## src/index_to_charset_string_assert.svh

```systemverilog
// Assertion macros for the conversion block's top-level RTL file.
`ifndef INDEX_TO_CHARSET_STRING_ASSERT_SVH
`define INDEX_TO_CHARSET_STRING_ASSERT_SVH

// Same-cycle implication, sampled on clk, quiet while rst_n is low.
`define ITCS_ASSERT_NOW(lbl, ante, cons, msg) \
  lbl: assert property (@(posedge clk) disable iff (!rst_n) (ante) |-> (cons)) \
    else $error(msg);

// Next-cycle implication, sampled on clk, quiet while rst_n is low.
`define ITCS_ASSERT_NEXT(lbl, ante, cons, msg) \
  lbl: assert property (@(posedge clk) disable iff (!rst_n) (ante) |=> (cons)) \
    else $error(msg);

`endif

```

## src/itcs_pkg.sv

```systemverilog
// Types and constants for the index to charset string converter.
`default_nettype none

package itcs_pkg;

  localparam int IDX_W          = 64;
  localparam int CELL_W         = 8;
  localparam int NUM_CELLS      = IDX_W / CELL_W;
  localparam int RADIX_W        = 6;
  localparam int CHAR_W         = 8;
  localparam int ALPHA_WORDS    = 6;
  localparam int BYTES_PER_WORD = IDX_W / CHAR_W;
  localparam int ALPHA_CHARS    = ALPHA_WORDS * BYTES_PER_WORD;
  localparam int MAX_LEN_N      = 16;
  localparam int LEN_W          = $clog2(MAX_LEN_N + 1);
  localparam int POS_W          = $clog2(MAX_LEN_N);
  localparam int CFG_IDX_W      = 3;

  localparam logic [LEN_W-1:0]   MAX_LEN        = LEN_W'(MAX_LEN_N);
  localparam logic [RADIX_W-1:0] RADIX_MIN      = RADIX_W'(1);
  localparam logic [RADIX_W-1:0] RADIX_MAX      = RADIX_W'(ALPHA_CHARS);
  localparam logic [RADIX_W-1:0] ALPHA_SIZE_RST = RADIX_W'(26);

  typedef enum logic [CFG_IDX_W-1:0] {
    REG_ALPHA_SIZE  = 3'd0,
    REG_ALPHA_WORD0 = 3'd1,
    REG_ALPHA_WORD1 = 3'd2,
    REG_ALPHA_WORD2 = 3'd3,
    REG_ALPHA_WORD3 = 3'd4,
    REG_ALPHA_WORD4 = 3'd5,
    REG_ALPHA_WORD5 = 3'd6
  } cfg_reg_t;

  typedef struct packed {
    logic [IDX_W-1:0] key_index;
    logic [LEN_W-1:0] string_length;
  } in_t;

  typedef struct packed {
    logic [CHAR_W-1:0] char_code;
    logic [POS_W-1:0]  char_position;
    logic              is_last;
  } out_t;

  // Partial remainder travelling down the chain, one division per token.
  typedef struct packed {
    logic               vld;
    logic [RADIX_W-1:0] rem;
  } link_t;

  typedef struct packed {
    logic               load;
    logic               feed;
    logic [RADIX_W-1:0] radix;
  } ctl_t;

endpackage

`default_nettype wire

```

## src/itcs_cell.sv

```systemverilog
// One divider cell: holds a byte of the running index, divides it by the radix.
`default_nettype none

module itcs_cell (
  input  wire                          clk,
  input  wire                          rst_n,
  input  itcs_pkg::ctl_t               ctl,
  input  wire [itcs_pkg::CELL_W-1:0]   load_byte,
  input  itcs_pkg::link_t              up,
  output itcs_pkg::link_t              down
);

  logic [itcs_pkg::CELL_W-1:0]  byte_r;
  logic [itcs_pkg::CELL_W-1:0]  quo;
  logic [itcs_pkg::RADIX_W-1:0] rem_out;
  itcs_pkg::link_t              down_r;

  // Restoring division of {remainder from above, byte} by the radix, msb first.
  always_comb begin
    logic [itcs_pkg::RADIX_W:0] trial;
    logic [itcs_pkg::RADIX_W:0] diff;
    logic [itcs_pkg::RADIX_W-1:0] rem;
    rem = up.rem;
    quo = '0;
    for (int i = itcs_pkg::CELL_W - 1; i >= 0; i--) begin
      trial = {rem, byte_r[i]};
      diff  = trial - {1'b0, ctl.radix};
      if (trial >= {1'b0, ctl.radix}) begin
        quo[i] = 1'b1;
        rem    = diff[itcs_pkg::RADIX_W-1:0];
      end else begin
        rem    = trial[itcs_pkg::RADIX_W-1:0];
      end
    end
    rem_out = rem;
  end

  always_ff @(posedge clk) begin
    if (!rst_n) begin
      down_r.vld <= 1'b0;
    end else begin
      down_r.vld <= up.vld;
    end
    down_r.rem <= rem_out;
    if (ctl.load) begin
      byte_r <= load_byte;
    end else if (up.vld) begin
      byte_r <= quo;
    end
  end

  assign down = down_r;

endmodule

`default_nettype wire

```

## src/itcs_chain.sv

```systemverilog
// Row of divider cells, most significant byte at the head of the chain.
`default_nettype none

module itcs_chain (
  input  wire                          clk,
  input  wire                          rst_n,
  input  itcs_pkg::ctl_t               ctl,
  input  wire [itcs_pkg::IDX_W-1:0]    key_index,
  output itcs_pkg::link_t              tail
);

  itcs_pkg::link_t lnk [itcs_pkg::NUM_CELLS:0];

  // Head of the chain starts each division with a zero remainder.
  assign lnk[itcs_pkg::NUM_CELLS].vld = ctl.feed;
  assign lnk[itcs_pkg::NUM_CELLS].rem = '0;

  for (genvar j = 0; j < itcs_pkg::NUM_CELLS; j++) begin : g_cell
    itcs_cell u_cell (
      .clk       (clk),
      .rst_n     (rst_n),
      .ctl       (ctl),
      .load_byte (key_index[j*itcs_pkg::CELL_W +: itcs_pkg::CELL_W]),
      .up        (lnk[j+1]),
      .down      (lnk[j])
    );
  end

  assign tail = lnk[0];

endmodule

`default_nettype wire

```

## src/index_to_charset_string.sv

```systemverilog
// Top level: writes a 64-bit index as a string over a configured alphabet.
//
// An item is taken when start is high and busy low; busy then stays high until
// the last character has been shown. Characters come out one per cycle on
// consecutive cycles, last position first, with out_valid high for exactly one
// cycle each and no way to hold them off. A length of 0 gives no characters and
// does not raise busy. The path runs through the eight-cell divider chain and
// then the output register: each cell divides one byte of the index per cycle,
// and a new division can enter the chain before the last one has left it.
// The alphabet registers may be written at any time the block is not busy.
`default_nettype none
`include "index_to_charset_string_assert.svh"

module index_to_charset_string (
  input  wire                              clk,
  input  wire                              rst_n,
  input  wire                              start,
  output logic                             busy,
  input  itcs_pkg::in_t                    in_data,
  output logic                             out_valid,
  output itcs_pkg::out_t                   out_data,
  input  wire                              cfg_valid,
  output logic                             cfg_ready,
  input  wire [itcs_pkg::CFG_IDX_W-1:0]    cfg_index,
  input  wire [itcs_pkg::IDX_W-1:0]        cfg_data
);

  typedef enum logic {ST_IDLE, ST_RUN} state_t;

  state_t                                 state_r;
  logic [itcs_pkg::LEN_W-1:0]             len_r;
  logic [itcs_pkg::LEN_W-1:0]             issue_cnt_r;
  logic [itcs_pkg::LEN_W-1:0]             out_cnt_r;
  logic                                   out_valid_r;
  itcs_pkg::out_t                         out_data_r;
  logic [itcs_pkg::RADIX_W-1:0]           size_r;
  logic [itcs_pkg::ALPHA_WORDS-1:0][itcs_pkg::BYTES_PER_WORD-1:0][itcs_pkg::CHAR_W-1:0]
                                          alpha_r;

  logic                                   accept;
  logic [itcs_pkg::LEN_W-1:0]             len_sat;
  logic [itcs_pkg::LEN_W-1:0]             len_m1;
  logic [itcs_pkg::LEN_W-1:0]             pos_full;
  itcs_pkg::ctl_t                         ctl;
  itcs_pkg::link_t                        tail;

  assign accept    = start && !busy;
  assign busy      = (state_r == ST_RUN);
  assign cfg_ready = 1'b1;

  assign len_sat  = (in_data.string_length > itcs_pkg::MAX_LEN) ?
                    itcs_pkg::MAX_LEN : in_data.string_length;
  assign len_m1   = len_r - itcs_pkg::LEN_W'(1);
  assign pos_full = len_m1 - out_cnt_r;

  always_comb begin
    ctl.load = accept;
    ctl.feed = (state_r == ST_RUN) && (issue_cnt_r < len_r);
    if (size_r == '0) begin
      ctl.radix = itcs_pkg::RADIX_MIN;
    end else if (size_r > itcs_pkg::RADIX_MAX) begin
      ctl.radix = itcs_pkg::RADIX_MAX;
    end else begin
      ctl.radix = size_r;
    end
  end

  itcs_chain u_chain (
    .clk       (clk),
    .rst_n     (rst_n),
    .ctl       (ctl),
    .key_index (in_data.key_index),
    .tail      (tail)
  );

  // Configuration registers
  always_ff @(posedge clk) begin
    if (!rst_n) begin
      size_r  <= itcs_pkg::ALPHA_SIZE_RST;
      alpha_r <= '0;
    end else if (cfg_valid && cfg_ready) begin
      unique case (cfg_index) inside
        itcs_pkg::REG_ALPHA_SIZE: begin
          size_r <= cfg_data[itcs_pkg::RADIX_W-1:0];
        end
        itcs_pkg::REG_ALPHA_WORD0, itcs_pkg::REG_ALPHA_WORD1,
        itcs_pkg::REG_ALPHA_WORD2, itcs_pkg::REG_ALPHA_WORD3,
        itcs_pkg::REG_ALPHA_WORD4, itcs_pkg::REG_ALPHA_WORD5: begin
          alpha_r[cfg_index - itcs_pkg::CFG_IDX_W'(itcs_pkg::REG_ALPHA_WORD0)] <= cfg_data;
        end
        default: ;
      endcase
    end
  end

  // Sequencer and output register
  always_ff @(posedge clk) begin
    if (!rst_n) begin
      state_r     <= ST_IDLE;
      issue_cnt_r <= '0;
      out_cnt_r   <= '0;
      out_valid_r <= 1'b0;
    end else begin
      unique case (state_r)
        ST_IDLE: begin
          if (accept && (len_sat != '0)) begin
            state_r <= ST_RUN;
          end
          issue_cnt_r <= '0;
          out_cnt_r   <= '0;
        end
        ST_RUN: begin
          if (ctl.feed) begin
            issue_cnt_r <= issue_cnt_r + itcs_pkg::LEN_W'(1);
          end
          if (tail.vld) begin
            out_cnt_r <= out_cnt_r + itcs_pkg::LEN_W'(1);
          end
          if (out_valid_r && out_data_r.is_last) begin
            state_r <= ST_IDLE;
          end
        end
        default: state_r <= ST_IDLE;
      endcase
      out_valid_r <= tail.vld;
    end
    if (accept) begin
      len_r <= len_sat;
    end
    out_data_r.char_code     <= alpha_r[tail.rem[itcs_pkg::RADIX_W-1:3]][tail.rem[2:0]];
    out_data_r.char_position <= pos_full[itcs_pkg::POS_W-1:0];
    out_data_r.is_last       <= (out_cnt_r == len_m1);
  end

  assign out_valid = out_valid_r;
  assign out_data  = out_data_r;

  `ITCS_ASSERT_NOW(a_out_in_item, out_valid, busy, "character shown outside an item")
  `ITCS_ASSERT_NEXT(a_busy_on_take, start && !busy && (in_data.string_length != '0), busy,
                    "item with characters did not raise busy")
  `ITCS_ASSERT_NEXT(a_empty_item, start && !busy && (in_data.string_length == '0), !busy,
                    "empty item raised busy")
  `ITCS_ASSERT_NEXT(a_last_ends, out_valid && out_data.is_last, !busy,
                    "busy held after last character")
  `ITCS_ASSERT_NEXT(a_no_gap, out_valid && !out_data.is_last, out_valid,
                    "gap in character stream")

endmodule

`default_nettype wire

```

## config.mk

```make
export PLATFORM = sky130hd
export DESIGN_NAME = index_to_charset_string
export DESIGN_NICKNAME = d
export VERILOG_FILES = /design/src/itcs_pkg.sv /design/src/itcs_cell.sv /design/src/itcs_chain.sv /design/src/index_to_charset_string.sv
export VERILOG_INCLUDE_DIRS = /design/src /design/src/src
export SDC_FILE = /design/constraint.sdc
export NUM_CORES = 2
export LEC_CHECK = 0
export BUFFER_PORTS_ARGS = -buffer_cell sky130_fd_sc_hd__buf_4
export CAP_MARGIN = 5
export CORE_MARGIN = 3
export CORE_UTILIZATION = 45
export CTS_CLUSTER_SIZE = 24
export DETAILED_ROUTE_END_ITERATION = 8
export GPL_ROUTABILITY_DRIVEN = 1
export PLACE_DENSITY = 0.62
export SYNTH_ARGS = -nofsm -noshare
export SYNTH_HDL_FRONTEND = slang
export SYNTH_SLANG_ARGS = --single-unit
```

## constraint.sdc

```tcl
create_clock -name clk -period 17.6 [get_ports clk]
set_input_delay 3.52 -clock clk [delete_from_list [all_inputs] [get_ports clk]]
set_output_delay 3.52 -clock clk [all_outputs]
set_load 0.02 [all_outputs]
```

==> run_results.csv <==
group,metric,value,unit
status,outcome,"complete, no violations",
layout,drive_gt1_frac,0.162,
global_routing,grt_pass1_vias,35300,
critical_path,critPathLaunchType,"flip-flop",
route,wl_per_cell,19.1,microns
route,vias,36100,
synth,synth_largest_area_cell,"dfxtp_1",
route,drtPass1Iterations,5,
critical_path,cpMaxStageDelayCell,"a2111o_1",
job,cap_violations,0,
die,die-area,98500,sq um
global_routing,track_usage,0.243,
timing,holdWs,449,ps
critical_path,crit_path_end_kind,"flip-flop",
synth,yosysSeqAreaShare,0.270,
timing,setup_violations,0,
layout,finalNetCount,5694,
timing,worstMarginPinSlew,1090,ps
die,fp.dieW,314,microns
global_routing,grt_first_pass_wirelength,194,mm
worst_hold_path,hold-path-cell-count,1,
die,rows,112,
critical_path,crit_top_cell,"ha_1",
clock_network,numCtsBuffers,67,
die,core_region_area,93600,sq um
synth,synth_area,42600,sq um
global_routing,grt-ovfl-total,0,
layout,nFillCells,8842,
die,io-pin-count,156,
critical_path,r2r_cells,76,
clock_network,cts_tree,"built",
die,initial_utilization,0.455,
synth,yosysTopAreaCellShare,0.221,
timing,skew,26.5,ps
global_routing,grt_max_degree,180,
timing,slew_violations,0,
synth,synthCells,4936,
timing,layout_min_cycle_time,16510,ps
critical_path,worstPathArrival,16890,ps
timing,slew_headroom,0.270,
synth,ys_ff_latch,540,
placement,gp_congestion,0.897,
route,post_drt_via_cell_ratio,5.64,
placement,port-buffer-count,154,
die,die_h,314,microns
clock_network,clockRootBuffer,"clkbuf_16",
route,drt_drc_violations_left,0,
worst_hold_path,hp-class,"reg2reg",
timing,hold_violations,0,
synth,synth_enable_flop_cells,69,
clock_network,clock-sinks,540,
synth,synth-warning-count,0,
route,ant_nets,0,
placement,place_hpwl,82.8,mm
critical_path,critical_path_class,"reg2reg",
layout,area_delta_synth_final,14.1,%
synth,synth_nets,5535,
synth,synth_flop_cell,"dfxtp_1",
synth,ys_types,95,
synth,yosysMostFrequentCell,"nand2_1",
synth,ys_async_sr_fraction,0,
timing,rsz0062_at_grt,"yes",
timing,max_freq,60.6,MHz
placement,dp_cells,6239,
clock_network,clk_pin_slew,50,ps
synth,synthTopCellsByCount,"nand2_1 (981), dfxtp_1 (471), a21boi_0 (407)",
route,first_iter_violations,2295,
clock_network,htreeDepth,3,
critical_path,required,17980,ps
timing,timing.final.crit_share,0.938,
clock_network,clockBufferDepth,3,
synth,ys_top_cells_by_area,"dfxtp_1 (22%), ha_1 (12%), nand2_1 (8.6%)",
layout,instances_no_fill,6407,
global_routing,antenna_found_initial,13,
route,routed_wl,122,mm
critical_path,critPathMaxFanout,15,
clock_network,insertion_delay,640,ps
critical_path,critPathMaxStageDelay,480,ps
synth,postSynthAreaPerCell,8.64,sq um
[sequential cells by signal (all words and copies together) (netlist names)]
| name | flops |
|---|---|
| busy | 1 |
| size_r | 6 |
| len_r | 5 |
| out_data | 13 |
| u_chain.g_cell.u_cell.byte_r | 64 |
| out_valid | 1 |
| out_cnt_r | 5 |
| issue_cnt_r | 5 |
| alpha_r | 384 |
| u_chain.g_cell.u_cell.down | 56 |
[worst max-delay path: cells and delay by family, from the launching register on]
kind	cells	cell delay [ps]
adder cells (fa/ha/maj)	8	2220
multiplexers	10	3000
flip-flops	1	400
AND/OR/NAND/NOR	15	2240
AO/OA/AOI/OAI	34	7230
buffers and inverters	9	1150
[cells in the final DEF, fill, tap and decap left out, types with 22 or more instances in the layout]
master,n
a21oi_1,179
nor2_1,256
dfxtp_1,467
and2_1,24
ha_1,395
nand3_1,38
and3_1,28
edfxtp_1,69
inv_1,273
nand3b_1,22
mux4_2,120
nand2b_1,52
mux2_2,140
buf_4,290
o21a_1,43
o21ai_0,161
a21boi_0,404
nor3_1,32
xnor2_1,123
a21o_1,116
nand4_1,36
fa_1,64
mux2i_1,109
o211ai_1,26
nor2b_1,83
clkbuf_8,22
nand2_1,971
xor2_1,84
clkbuf_16,73
[repair_timing]
item | CTS | global route
gates cloned | 0 | 1
pin swaps | 0 | 14
hold buffers | 0 | 0
setup buffers | 2 | 38
setup endpoints to repair | 21 | 56
resized for setup | 14 | 131
[layout make-up]
cell class | count | area [sq um] | area share
multi-input combinational | 3914 | 29900 | 0.614
sequential | 540 | 11500 | 0.237
timing repair buffer | 294 | 2230 | 0.0459
clock buffer | 104 | 2160 | 0.0445
tap | 1254 | 1570 | 0.0323
inverter | 278 | 1050 | 0.0216
clock inverter | 17 | 215 | 0.00442
antenna | 6 | 15.0 | 0.000309
[per-layer routing]
metal	share of wire	up-vias	wire length [microns]	GRT usage
met2	0.48	786	58600	0.415
li1	-	17800	-	-
met1	0.44	17300	54400	0.320
met4	0.025	14	3030	0.0671
met5	0.00095	-	116	0
met3	0.051	186	6280	0.0343
[logic make-up after synthesis]
kind of cell             after synthesis  share of synthesized area
AND/OR/NAND/NOR                     1652                      0.170
AO/OA/AOI/OAI                       1209                      0.198
flip-flops                           540                      0.270
buffers and inverters                483                     0.0436
adder cells (fa/ha/maj)              459                      0.146
multiplexers                         385                      0.130
XOR/XNOR                             207                     0.0425
other                                  1                  0.0000880
[through the flow]
stage	util	setup WS, ps	TNS (ps)	instance area [sq um]
final	0.520	1090	0	48700
after floorplan	-	287	0	42700
after CTS	0.511	41.8	0	47800
after global routing	0.520	-114	-526	48600
after global placement	0.485	-676	-3960	45400
after detailed placement	0.485	-754	-5760	45400
[path summary, 6_finish.rpt]
check | startpoint | end | slack (ps)
setup / recovery | size_r[1]$_SDFFE_PN1P_ | u_chain.g_cell[0].u_cell.byte_r[0]$_DFFE_PP_ | 1090
hold / removal | u_chain.g_cell[4].u_cell.down[6]$_SDFF_PN0_ | u_chain.g_cell[3].u_cell.down[6]$_SDFF_PN0_ | 450
setup reg to reg | size_r[1]$_SDFFE_PN1P_ | u_chain.g_cell[0].u_cell.byte_r[0]$_DFFE_PP_ | 1090
hold reg to reg | u_chain.g_cell[4].u_cell.down[6]$_SDFF_PN0_ | u_chain.g_cell[3].u_cell.down[6]$_SDFF_PN0_ | 450
Power is not shown: default switching activity piles up to over one toggle a cycle in this logic, so the estimate is an artifact.
